$ cat config.mk
export PLATFORM = sky130hd
export DESIGN_NAME = gyro_bias_calibrator_unit
export DESIGN_NICKNAME = d
export VERILOG_FILES = /design/src/hdl/gbc_pkg.sv /design/src/hdl/gbc_still_check.sv /design/src/hdl/gbc_bias_div.sv /design/src/hdl/gyro_bias_calibrator_unit.sv
export SDC_FILE = /design/constraint.sdc
export NUM_CORES = 2
export LEC_CHECK = 0
export BUFFER_PORTS_ARGS = -buffer_cell sky130_fd_sc_hd__buf_2
export CAP_MARGIN = 10
export CELL_PAD_IN_SITES_DETAIL_PLACEMENT = 0
export CELL_PAD_IN_SITES_GLOBAL_PLACEMENT = 1
export CORE_UTILIZATION = 52
export DETAILED_ROUTE_END_ITERATION = 12
export HOLD_SLACK_MARGIN = 0.15
export PLACE_DENSITY_LB_ADDON = 0.12
export SLEW_MARGIN = 10
export SYNTH_ARGS = -nofsm -noshare
export SYNTH_HDL_FRONTEND = slang
export SYNTH_SLANG_ARGS = --single-unit
$ cat constraint.sdc
create_clock -name i_clk -period 16.3 [get_ports i_clk]
set_input_delay 3.26 -clock i_clk [delete_from_list [all_inputs] [get_ports i_clk]]
set_output_delay 3.26 -clock i_clk [all_outputs]
set_load 0.005 [all_outputs]
$ cat src/hdl/gbc_pkg.sv
// Shared types, constants and helpers for the gyro bias calibrator.
// No dependencies; imported by every module of the block.
package gbc_pkg;

    // Number of still samples averaged into one bias
    localparam int unsigned SAMPLE_COUNT = 50;

    localparam int unsigned AXIS_W  = 16;
    localparam int unsigned TIME_W  = 32;
    localparam int unsigned LIMIT_W = 34;
    localparam int unsigned SUM_W   = 22;
    localparam int unsigned CNT_W   = $clog2(SAMPLE_COUNT + 1);
    localparam int unsigned DIFF_W  = AXIS_W + 1;
    localparam int unsigned SQ_W    = 2 * DIFF_W;
    localparam int unsigned CFG_W   = LIMIT_W;
    localparam int unsigned CFG_IDX_W = 2;
    localparam int unsigned PHASE_W = 2;

    // Reciprocal multiply for the division of the sum by SAMPLE_COUNT
    localparam int unsigned DIV_SHIFT = SUM_W + CNT_W;
    localparam int unsigned DIV_MULT_W = DIV_SHIFT + 1;
    localparam logic [DIV_MULT_W-1:0] DIV_MULT = DIV_MULT_W'(
        ((64'd1 << DIV_SHIFT) + 64'(SAMPLE_COUNT) - 64'd1) / 64'(SAMPLE_COUNT));
    localparam int unsigned PROD_W = SUM_W + DIV_MULT_W;

    // Register indexes of the configuration port
    localparam logic [CFG_IDX_W-1:0] CFG_STILL_LIMIT   = 2'd0;
    localparam logic [CFG_IDX_W-1:0] CFG_SAMPLE_PERIOD = 2'd1;
    localparam logic [CFG_IDX_W-1:0] CFG_RECAL_PERIOD  = 2'd2;

    // Reset values of the registers
    localparam logic [LIMIT_W-1:0] RST_STILL_LIMIT   = 34'd6972;
    localparam logic [TIME_W-1:0]  RST_SAMPLE_PERIOD = 32'd10000;
    localparam logic [TIME_W-1:0]  RST_RECAL_PERIOD  = 32'd60000000;

    // Phase codes as seen on the result port
    localparam logic [PHASE_W-1:0] PHASE_CODE_COLLECT = 2'd0;
    localparam logic [PHASE_W-1:0] PHASE_CODE_COMPUTE = 2'd1;
    localparam logic [PHASE_W-1:0] PHASE_CODE_IDLE    = 2'd2;

    typedef logic signed [AXIS_W-1:0] t_axis;
    typedef logic signed [SUM_W-1:0]  t_sum;

    typedef enum logic [2:0] {
        PH_COLLECT = 3'b001,
        PH_COMPUTE = 3'b010,
        PH_IDLE    = 3'b100
    } t_phase;

    function automatic logic [PHASE_W-1:0] phase_code(input t_phase ph);
        logic [PHASE_W-1:0] code;
        case (ph)
            PH_COLLECT: code = PHASE_CODE_COLLECT;
            PH_COMPUTE: code = PHASE_CODE_COMPUTE;
            default:    code = PHASE_CODE_IDLE;
        endcase
        return code;
    endfunction

endpackage

$ cat src/hdl/gbc_still_check.sv
// Stillness test: squared accel distance from the reference against a limit.
// Depends on gbc_pkg.
module gbc_still_check
    import gbc_pkg::*;
(
    input  t_axis              i_accel [3],
    input  t_axis              i_ref   [3],
    input  logic [LIMIT_W-1:0] i_limit,
    output logic               o_still
);

    logic signed [DIFF_W-1:0] w_diff [3];
    logic [SQ_W-1:0]          w_sq   [3];
    logic [LIMIT_W-1:0]       w_dsq;

    always_comb begin
        for (int k = 0; k < 3; k++) begin
            w_diff[k] = DIFF_W'(i_ref[k]) - DIFF_W'(i_accel[k]);
            w_sq[k]   = SQ_W'(w_diff[k] * w_diff[k]);
        end
    end

    // Sum of three squares stays below 3 * 2^32
    assign w_dsq   = LIMIT_W'(w_sq[0]) + LIMIT_W'(w_sq[1]) + LIMIT_W'(w_sq[2]);
    assign o_still = (w_dsq < i_limit);

endmodule

$ cat src/hdl/gbc_bias_div.sv
// Registered signed division of a gyro sum by SAMPLE_COUNT, toward zero.
// Uses a reciprocal multiply; depends on gbc_pkg.
module gbc_bias_div
    import gbc_pkg::*;
(
    input  logic  i_clk,
    input  t_sum  i_sum,
    output t_axis o_quot
);

    logic              w_neg;
    logic [SUM_W-1:0]  w_mag;
    logic [PROD_W-1:0] w_prod;
    logic [SUM_W-1:0]  w_q;
    logic [SUM_W-1:0]  w_signed_q;
    t_axis             r_quot;

    assign w_neg      = i_sum[SUM_W-1];
    assign w_mag      = w_neg ? (~i_sum + 1'b1) : i_sum;
    assign w_prod     = PROD_W'(w_mag) * PROD_W'(DIV_MULT);
    assign w_q        = SUM_W'(w_prod >> DIV_SHIFT);
    assign w_signed_q = w_neg ? (~w_q + 1'b1) : w_q;

    always_ff @(posedge i_clk) begin
        r_quot <= AXIS_W'(w_signed_q);
    end

    assign o_quot = r_quot;

endmodule

$ cat src/hdl/gyro_bias_calibrator_unit.sv
// Gyro bias calibrator, top level: handshake, phase control and state.
// Depends on gbc_pkg, gbc_still_check and gbc_bias_div.
//
// Usage:
//   Input channel (i_valid / o_stall) carries one IMU sample per item:
//   timestamp, armed flag, raw accel and raw gyro counts. Output channel
//   (o_valid / i_stall) returns exactly one result item per input item:
//   the current bias, a calibration-done flag and the phase after the item.
//   o_valid rises when the item moves from the input register to the result
//   register, which a stall can hold off: one input register, one result
//   register. Throughput is one item per cycle while the output is not
//   stalled; the phase and accumulator update for an item happens in the
//   cycle it moves from the input register to the result register.
//   When the receiver stalls, the result register holds and the input
//   register takes one more item; o_stall rises only when both are full
//   and the output is stalled, so no item is lost or repeated.
//   The division of each axis sum is done in a registered multiply stage
//   that runs every cycle; the sum is stable at least one item before the
//   compute phase reads the quotient.
//   Reset (i_rst_n low, synchronous) empties both registers, restores the
//   register defaults, clears bias, sums and reference, and enters collect.
//   Configuration writes go through i_cfg_we / i_cfg_idx / i_cfg_data;
//   an index beyond the register list is dropped.
module gyro_bias_calibrator_unit
    import gbc_pkg::*;
(
    input  logic                 i_clk,
    input  logic                 i_rst_n,

    input  logic                 i_cfg_we,
    input  logic [CFG_IDX_W-1:0] i_cfg_idx,
    input  logic [CFG_W-1:0]     i_cfg_data,

    input  logic                 i_valid,
    output logic                 o_stall,
    input  logic [TIME_W-1:0]    i_now_us,
    input  logic                 i_armed,
    input  t_axis                i_accel_x,
    input  t_axis                i_accel_y,
    input  t_axis                i_accel_z,
    input  t_axis                i_rate_x,
    input  t_axis                i_rate_y,
    input  t_axis                i_rate_z,

    output logic                 o_valid,
    input  logic                 i_stall,
    output t_axis                o_bias_x,
    output t_axis                o_bias_y,
    output t_axis                o_bias_z,
    output logic                 o_cal_done,
    output logic [PHASE_W-1:0]   o_phase
);

    // Configuration registers
    logic [LIMIT_W-1:0] r_still_limit;
    logic [TIME_W-1:0]  r_sample_period;
    logic [TIME_W-1:0]  r_recal_period;

    // Input register
    logic               r_in_valid;
    logic [TIME_W-1:0]  r_in_now;
    logic               r_in_armed;
    t_axis              r_in_accel [3];
    t_axis              r_in_rate  [3];

    // Calibration state
    t_phase             r_phase,  n_phase;
    logic [CNT_W-1:0]   r_count,  n_count;
    t_sum               r_sum [3];
    t_sum               n_sum [3];
    t_axis              r_ref [3];
    t_axis              n_ref [3];
    logic [TIME_W-1:0]  r_last,   n_last;
    t_axis              r_bias [3];
    t_axis              n_bias [3];
    logic               r_recal,  n_recal;
    logic               n_done;

    // Result register
    logic               r_out_valid;
    t_axis              r_out_bias [3];
    logic               r_out_done;
    logic [PHASE_W-1:0] r_out_phase;

    logic               w_advance;
    logic               w_accept;
    logic               w_still;
    logic               w_sample_due;
    logic               w_recal_due;
    logic               w_recal_eff;
    t_axis              w_quot [3];

    // Move an item on when the result register is empty or being taken
    assign w_advance = r_in_valid & (~r_out_valid | ~i_stall);
    assign o_stall   = r_in_valid & ~w_advance;
    assign w_accept  = i_valid & ~o_stall;

    gbc_still_check u_still (
        .i_accel (r_in_accel),
        .i_ref   (r_ref),
        .i_limit (r_still_limit),
        .o_still (w_still)
    );

    gbc_bias_div u_div_x (.i_clk(i_clk), .i_sum(r_sum[0]), .o_quot(w_quot[0]));
    gbc_bias_div u_div_y (.i_clk(i_clk), .i_sum(r_sum[1]), .o_quot(w_quot[1]));
    gbc_bias_div u_div_z (.i_clk(i_clk), .i_sum(r_sum[2]), .o_quot(w_quot[2]));

    // Both timers share one last-check stamp; wrap-safe elapsed time
    assign w_sample_due = ((r_in_now - r_last) >= r_sample_period);
    assign w_recal_due  = ((r_in_now - r_last) >= r_recal_period);

    always_comb begin
        n_phase     = r_phase;
        n_count     = r_count;
        n_sum       = r_sum;
        n_ref       = r_ref;
        n_last      = r_last;
        n_bias      = r_bias;
        n_recal     = r_recal;
        n_done      = 1'b0;
        w_recal_eff = r_recal;

        case (r_phase)
            PH_COLLECT: begin
                if (r_in_armed) begin
                    // armed mid-collection: give up, keep the old bias
                    n_phase = PH_IDLE;
                end else if (w_sample_due) begin
                    n_last = r_in_now;
                    if (w_still) begin
                        if (r_count < CNT_W'(SAMPLE_COUNT)) begin
                            for (int k = 0; k < 3; k++) begin
                                n_sum[k] = r_sum[k] + SUM_W'(r_in_rate[k]);
                            end
                            n_count = r_count + 1'b1;
                        end else begin
                            n_phase = PH_COMPUTE;
                        end
                    end else begin
                        // moved: restart from the current accel
                        for (int k = 0; k < 3; k++) begin
                            n_ref[k] = r_in_accel[k];
                            n_sum[k] = '0;
                        end
                        n_count = '0;
                    end
                end
            end
            PH_COMPUTE: begin
                n_bias  = w_quot;
                n_phase = PH_IDLE;
                n_recal = 1'b0;
                n_done  = 1'b1;
            end
            default: begin
                n_phase = PH_IDLE;
                if (r_in_armed) begin
                    w_recal_eff = 1'b1;
                end else if (w_recal_due) begin
                    n_last      = r_in_now;
                    w_recal_eff = 1'b1;
                end
                n_recal = w_recal_eff;
                if (~r_in_armed & w_recal_eff) begin
                    n_phase = PH_COLLECT;
                    for (int k = 0; k < 3; k++) begin
                        n_ref[k] = r_in_accel[k];
                        n_sum[k] = '0;
                    end
                    n_count = '0;
                end
            end
        endcase
    end

    // Configuration registers
    always_ff @(posedge i_clk) begin
        if (!i_rst_n) begin
            r_still_limit   <= RST_STILL_LIMIT;
            r_sample_period <= RST_SAMPLE_PERIOD;
            r_recal_period  <= RST_RECAL_PERIOD;
        end else if (i_cfg_we) begin
            case (i_cfg_idx)
                CFG_STILL_LIMIT:   r_still_limit   <= i_cfg_data;
                CFG_SAMPLE_PERIOD: r_sample_period <= i_cfg_data[TIME_W-1:0];
                CFG_RECAL_PERIOD:  r_recal_period  <= i_cfg_data[TIME_W-1:0];
                default: ;
            endcase
        end
    end

    // Input register: load on accept, drop valid when the item moves on
    always_ff @(posedge i_clk) begin
        if (!i_rst_n) begin
            r_in_valid <= 1'b0;
        end else if (w_accept) begin
            r_in_valid <= 1'b1;
        end else if (w_advance) begin
            r_in_valid <= 1'b0;
        end
    end

    always_ff @(posedge i_clk) begin
        if (w_accept) begin
            r_in_now      <= i_now_us;
            r_in_armed    <= i_armed;
            r_in_accel[0] <= i_accel_x;
            r_in_accel[1] <= i_accel_y;
            r_in_accel[2] <= i_accel_z;
            r_in_rate[0]  <= i_rate_x;
            r_in_rate[1]  <= i_rate_y;
            r_in_rate[2]  <= i_rate_z;
        end
    end

    // Calibration state: advance once per item
    always_ff @(posedge i_clk) begin
        if (!i_rst_n) begin
            r_phase <= PH_COLLECT;
            r_count <= '0;
            r_last  <= '0;
            r_recal <= 1'b0;
            for (int k = 0; k < 3; k++) begin
                r_sum[k]  <= '0;
                r_ref[k]  <= '0;
                r_bias[k] <= '0;
            end
        end else if (w_advance) begin
            r_phase <= n_phase;
            r_count <= n_count;
            r_last  <= n_last;
            r_recal <= n_recal;
            r_sum   <= n_sum;
            r_ref   <= n_ref;
            r_bias  <= n_bias;
        end
    end

    // Result register: hold while stalled
    always_ff @(posedge i_clk) begin
        if (!i_rst_n) begin
            r_out_valid <= 1'b0;
        end else if (w_advance) begin
            r_out_valid <= 1'b1;
        end else if (~i_stall) begin
            r_out_valid <= 1'b0;
        end
    end

    always_ff @(posedge i_clk) begin
        if (w_advance) begin
            r_out_bias  <= n_bias;
            r_out_done  <= n_done;
            r_out_phase <= phase_code(n_phase);
        end
    end

    assign o_valid    = r_out_valid;
    assign o_bias_x   = r_out_bias[0];
    assign o_bias_y   = r_out_bias[1];
    assign o_bias_z   = r_out_bias[2];
    assign o_cal_done = r_out_done;
    assign o_phase    = r_out_phase;

endmodule

After elaboration in Yosys (flattened, before gate mapping)

Memory sizes are Yosys's and may differ from the RTL's.
Cells that the tools add are included.

Add/subtract/negate cells: 16
Multiply operators: 6
$lt $le $gt $ge: 4
Equal/unequal tests: 11
Mux-type cells: 47
Bitwise operators: 18
Reductions and logical operators: 12

Operators with widths:

| cell                   | count |
|---|---|
| $mux 66                | 5 |
| $mux 48                | 5 |
| $pmux 66 s2            | 1 |
| $mul 22x22->43 const B | 3 |
| $mux 32                | 4 |
| $mul 17x17->34         | 3 |
| $pmux 48 s2            | 1 |
| $add 34x34->34         | 2 |
| $add 22x1->22 const B  | 3 |
| $add 22x16->22         | 3 |
| $mux 22                | 3 |
| $not 22->22            | 3 |
| $ge 32x32->1           | 2 |
| $pmux 32 s2            | 1 |
| $sub 16x16->17         | 3 |
| $add 16x1->16 const B  | 3 |
| $mux 16                | 3 |
| $not 16->16            | 3 |
| $lt 34x34->1           | 1 |
| $sub 32x32->32         | 1 |
| $mux 6                 | 5 |
| $mux 3                 | 5 |
| $pmux 6 s2             | 1 |
| $reduce_and 6->1       | 2 |
| other kinds (21)       | 48 |

Flip-flop bits (word level): 484
Memory bits (writable): 48
Input port bits: 170
Output and inout port bits: 53
Logic and storage cells: 146
Memories kept: 1

Memory list:

| memory    | words | bits a word | read ports | clocked after Yosys merged registers in | write ports | RTL line                        | RTL |
|---|---|---|---|---|---|---|---|
| r_in_rate | 3     | 16          | 3          | 0                                       | 3           | gyro_bias_calibrator_unit.sv:64 | `t_axis r_in_rate [3];` |

Logic depth before layout (Yosys ltp)

Depth after elaboration: 11
Depth in mapped cells: 61
Depth with buffers taken out: 58

Hierarchy

From an unflattened synthesis, not the netlist that was laid out.

Cells, all modules: 9,312
Area, all modules: 85,959.9 um^2

By module, submodules not included:

| module                      | times used | cells an instance | area each (um^2) | sequential area each (um^2) |
|---|---|---|---|---|
| gbc_still_check             | 1          | 3,453             | 32,094.5         | 0.0 |
| gyro_bias_calibrator_unit   | 1          | 2,401             | 22,645.5         | 11,491.0 |
| gbc_bias_div at u_div_y ... | 2          | 1,151             | 10,427.5         | 320.3 |
| gbc_bias_div at u_div_x     | 1          | 1,156             | 10,364.9         | 320.3 |

Worst setup path before layout

No wires, ideal clock.

Path kind: register -> register
From: register r_ref[0] (netlist bit)
To: register r_sum[10] (netlist bit)
Setup time: 0.132 ns
Arrival time: 12.818 ns
Required time: 16.168 ns
Setup slack: 3.350 ns
Cell stages (with the launch flop): 58
Buffers on the path: 4
Clock period less this slack: 12.950 ns
Path through: dfxtp_1 -> inv_1 -> ha_1 -> inv_1 -> fa_1 -> a21o_1 -> a21oi_1 -> o21ai_0 -> a21oi_1 -> o21ai_0 -> a21oi_1 -> o21bai_1 -> a21oi_1 -> o21ai_0 -> a21o_1 -> nand4b_1 -> o21ai_0 -> clkbuf_1 -> [... 22 more ...] -> xor2_1 -> ha_1 -> a21o_1 -> a21oi_1 -> nor2b_1 -> o21ai_0 -> nand2b_1 -> a21oi_1 -> nor2b_1 -> o21ai_0 -> and4b_1 -> clkbuf_1 -> nand4_1 -> and3_1 -> clkbuf_1 -> buf_1 -> nand3_1 -> a21oi_1

Word-level cells in the longest chain between the ends: 8
Elaborated cells between the ends (all ways): 10
Classes of those cells: add/sub: 2; mul: 1; order compare: 1; eq/ne: 1; mux: 4; reduce/logical: 1

Ends and longest elaborated chain:

| what                     | RTL line                         | RTL |
|---|---|---|
| start: declaration       | gyro_bias_calibrator_unit.sv:71  | `t_axis r_ref [3];` |
| start signal: assignment | gyro_bias_calibrator_unit.sv:235 | `r_ref <= n_ref;` |
| $sub 16x16->17 (*)       | gbc_still_check.sv:18            | `w_diff[k] = DIFF_W'(i_ref[k]) - DIFF_W'(i_accel[k]);` |
| $mul 17x17->34 (*)       | gbc_still_check.sv:19            | `w_sq[k] = SQ_W'(w_diff[k] * w_diff[k]);` |
| $add 34x34->34 (*)       | gbc_still_check.sv:24            | `assign w_dsq = LIMIT_W'(w_sq[0]) + LIMIT_W'(w_sq[1]) + LIMIT_W'(w_sq[2]);` |
| $lt 34x34->1 (*)         | gbc_still_check.sv:25            | `assign o_still = (w_dsq < i_limit);` |
| $mux 66                  | gyro_bias_calibrator_unit.sv:131 | `if (w_still) begin` |
| $mux 66                  | gyro_bias_calibrator_unit.sv:129 | `end else if (w_sample_due) begin` |
| $mux 66                  | gyro_bias_calibrator_unit.sv:126 | `if (r_in_armed) begin` |
| $pmux 66 s2              | gyro_bias_calibrator_unit.sv:124 | `case (r_phase)` |
| end signal: assignment   | gyro_bias_calibrator_unit.sv:234 | `r_sum <= n_sum;` |
| end: declaration         | gyro_bias_calibrator_unit.sv:69  | `t_sum r_sum [3];` |

Mark *: on every way between the ends. The rest lies on a longest branch, timed or not. The select of a mux whose other input is x is not followed.
A chain may end at the register's enable or synchronous reset.

Worst setup path in the final report

From: register r_in_accel[32] (netlist bit)
To: register r_sum[65] (netlist bit)

Word-level cells in the longest chain between the ends: 9
Elaborated cells between the ends (all ways): 11
Classes of those cells: add/sub: 3; mul: 1; order compare: 1; eq/ne: 1; mux: 4; reduce/logical: 1

Ends and longest elaborated chain:

| what                            | RTL line                         | RTL |
|---|---|---|
| start: declaration              | gyro_bias_calibrator_unit.sv:63  | `t_axis r_in_accel [3];` |
| $sub 16x16->17 (*)              | gbc_still_check.sv:18            |  |
| $mul 17x17->34 (*)              | gbc_still_check.sv:19            |  |
| $add 34x34->34 (*) (2 in a row) | gbc_still_check.sv:24            |  |
| $lt 34x34->1 (*)                | gbc_still_check.sv:25            |  |
| $mux 66                         | gyro_bias_calibrator_unit.sv:131 |  |
| $mux 66                         | gyro_bias_calibrator_unit.sv:129 |  |
| $mux 66                         | gyro_bias_calibrator_unit.sv:126 |  |
| $pmux 66 s2                     | gyro_bias_calibrator_unit.sv:124 |  |

Marked as above.

==> results.md <==
* Status: completed
* Reg2reg setup slack at around 1.5 ns
* Fin area at roughly 88,000 sq um
* Avg Cell Area, Syn at around 9.8 sq um
* GRT Residual Overflow at 0
* R2r worst-path depth at 51
* Vias per cell at 5.23
* Sequential share of the synthesized area at 0.152
* Top Usage Layer GRT: met2
* Pin count of the biggest net entering global routing at 137
* Drt wl/cell at between 15 and 20 um
* Critical path arrival at 15.36 ns
* Syn nets at between 10,000 and 15,000
* Share of the synthesized area in the top cell type at 0.359
* Relative slew margins at 0.227
* Layout area overhead at 7.30%
* Max cap viols at 0
* Fin cells at 10,700
* Worst hold path class: reg2reg
* Most frequent cells in the layout: 2,027 x inv_1, 1,469 x fa_1, 1,142 x ha_1, 634 x nand2_1, 543 x nor2_1
* Cells after Synth at 8,407
* Cells after DPL at 10,600
* TNS Setup at 0 ns
* Fmax at 0.0677 GHz
* Cell taking the most area after synthesis: fa_1
* CTS root buffer: clkbuf_16
* DRT Pass-1 Iters at 5
* Ys Warns at 0
* RR Endpoint: r_sum[65]
* Ys flop type: dfxtp_1
* Reg-to-reg startpoint: r_in_accel[32]
* RSZ-0062 raised after global routing: no
* Top post-synthesis cells by area: fa_1 36%, ha_1 17%, inv_1 9.3%
* Nets@finish at 11,400
* IO Count at about 220
* Critical Path Fanout Max at 68
* Post-DP HPWL at 174 mm
* Clock latency on the worst-skew pair at 0.70 ns
* Initial core utilization at 0.524
* Post-synth cell types at 95
* Critical path class: reg2reg
* Final setup skew at roughly 0.06 ns
* Commonest non-fill, non-tap cell in the layout: inv_1
* Initial antenna violation count at 9
* Fillers at roughly 14,000
* Actual slew at the worst max-slew pin at 1.16 ns
* CTS tree: yes
* Via Count at about 56,000
* Core area at around 160,000 sq um
* Rows at 145
* DRT antenna net count at 0
* Critical path endpoint: r_sum[65]
* TritonCTS Sinks at 532
* Placer Congestion at approximately 0.9
* Critical Path End Type: register
* First-pass GRT wire length at 332 mm
* Crit path top cell by count: fa_1
* Clk pin slew, worst setup/hold paths at 0.06 ns
* Met2 Use GR at 0.417
* Met3 GRT Util at 0.0553
* Smallest hold slack at between 0.4 and 0.5 ns
* Post-synth EDFFs at 180
* Slowest-stage cell, CP: xor2_1
* Post-CTS Hold Buffers at 0
* Cell Area, Placed at 85,600 sq um
* Total track usage at 0.270
* # DRC at 0
* WP data required at 16.90 ns
* Die Y at 399 um
* Max Transition Viols Final at 0
* Critical Path Start: r_in_accel[32]
* Drt first-iter violations at 2,945
* Synthesized cell area at 82,000 sq um
* Final setup fails at 0
* Synth Register Bits at 532
* Final Hold Viols at 0
* Die width at 399 um
* DIE AREA at 159,000 sq um
* Routed WL at 206 mm
* Share of post-route cells with drive strength above 1 at 0.0603
* Critical Path Source Type: register
* Vias in the first global route at ~60,000
* Port buffer count at 222
* Inserted Clock Buffers at 67
* Met1 Usage GRT at 0.389
* Period utilization at 0.906
* Maximum clock path buffer count at 3
* Worst path max stage delay at roughly 0.85 ns
* Tmin final at 14.76 ns
* H-tree levels at 3
* Asr flop ratio synth at 0
what timing repair did:
item	CTS	global route
gates resized for setup	0	1
endpoints found under the hold margin	0	0
setup endpoints to repair	0	1
setup buffers	0	0
per-stage QoR:
| step | utilization | setup slack, ns |
|---|---|---|
| after floorplan | - | 3.35 |
| after global placement | 0.547 | 1.53 |
| after detailed placement | 0.547 | 1.29 |
| after CTS | 0.563 | 1.25 |
| after global routing | 0.563 | 0.222 |
| final | 0.563 | 1.54 |
worst min-delay path by stage:
| stage | start | endpoint | slack, ns | cells past startpoint |
|---|---|---|---|---|
| finish | r_still_limit[32] | r_still_limit[32] | 0.45 | 2 |
| global route | r_sample_period[24] | r_sample_period[24] | 0.47 | 2 |
| CTS | r_sample_period[23] | r_sample_period[23] | 0.46 | 2 |
| detailed placement | r_sample_period[23] | r_sample_period[23] | 0.45 | 2 |
| global placement | r_recal_period[19] | r_recal_period[19] | 0.44 | 2 |
| floorplan | r_still_limit[0] | r_still_limit[0] | 0.43 | 2 |
registers in the layout, indices dropped and copies added (netlist names), 32 cells and up:
signal           cells
r_bias              48
r_in_accel          48
r_in_now            32
r_in_rate           48
r_last              32
r_recal_period      32
r_ref               48
r_sample_period     32
r_still_limit       34
r_sum               66
metal layers:
layer	share of wire	vias to the layer above
met2	0.44	1392
li1	-	26600
met1	0.46	27700
met4	0.025	12
met5	0.00038	-
met3	0.069	262
final cells by class:
type | count | area, sq um | area share
repair buffers | 300 | 1710 | 0.0194
well taps | 2058 | 2570 | 0.0293
multi-input cells | 5640 | 61200 | 0.696
flip-flops and latches | 532 | 12500 | 0.142
inverters | 2043 | 7680 | 0.0873
diodes | 1 | 2.50 | 0.0000284
clock inverters | 41 | 567 | 0.00644
clock buffers | 83 | 1800 | 0.0204
worst max-delay path: cells and delay by family, from the launching register on:
kind / cells / cell delay, ns
xor+xnor: 2 / 1.02
fa+ha+maj: 13 / 5.71
flops: 1 / 0.35
compound gates: 22 / 4.91
simple gates: 7 / 1.34
buf+inv: 7 / 1.29
synth_stat cells (38+ instances only):
library cell  count
dfxtp_1         352
a21o_1          103
fa_1           1469
o211ai_1         38
nand2b_1         42
nand2_1         636
a21oi_1         323
xor2_1          105
mux2i_1          87
xnor2_1         244
mux2_2           49
clkbuf_1        153
nor2b_1          43
ha_1           1142
nand3_1         107
inv_1          2028
o21ai_0         148
nor3_1          101
edfxtp_1        180
nor2_1          544
cells by family (layout without fill, tap and decap cells):
logic type                 Yosys count  count (layout)  synth area share
adders and majority gates         2611            2611             0.533
buffers and inverters             2235            2467             0.103
and+or+nand+nor                   1653            1653            0.0885
AOI/OAI and AO/OA                  891             891            0.0695
DFF                                532             532             0.152
xor gates and xnor gates           349             349            0.0373
muxes                              136             136            0.0173
other                                0               1                 0
Power is not shown: default switching activity piles up to over one toggle a cycle in this logic, so the estimate is an artifact.
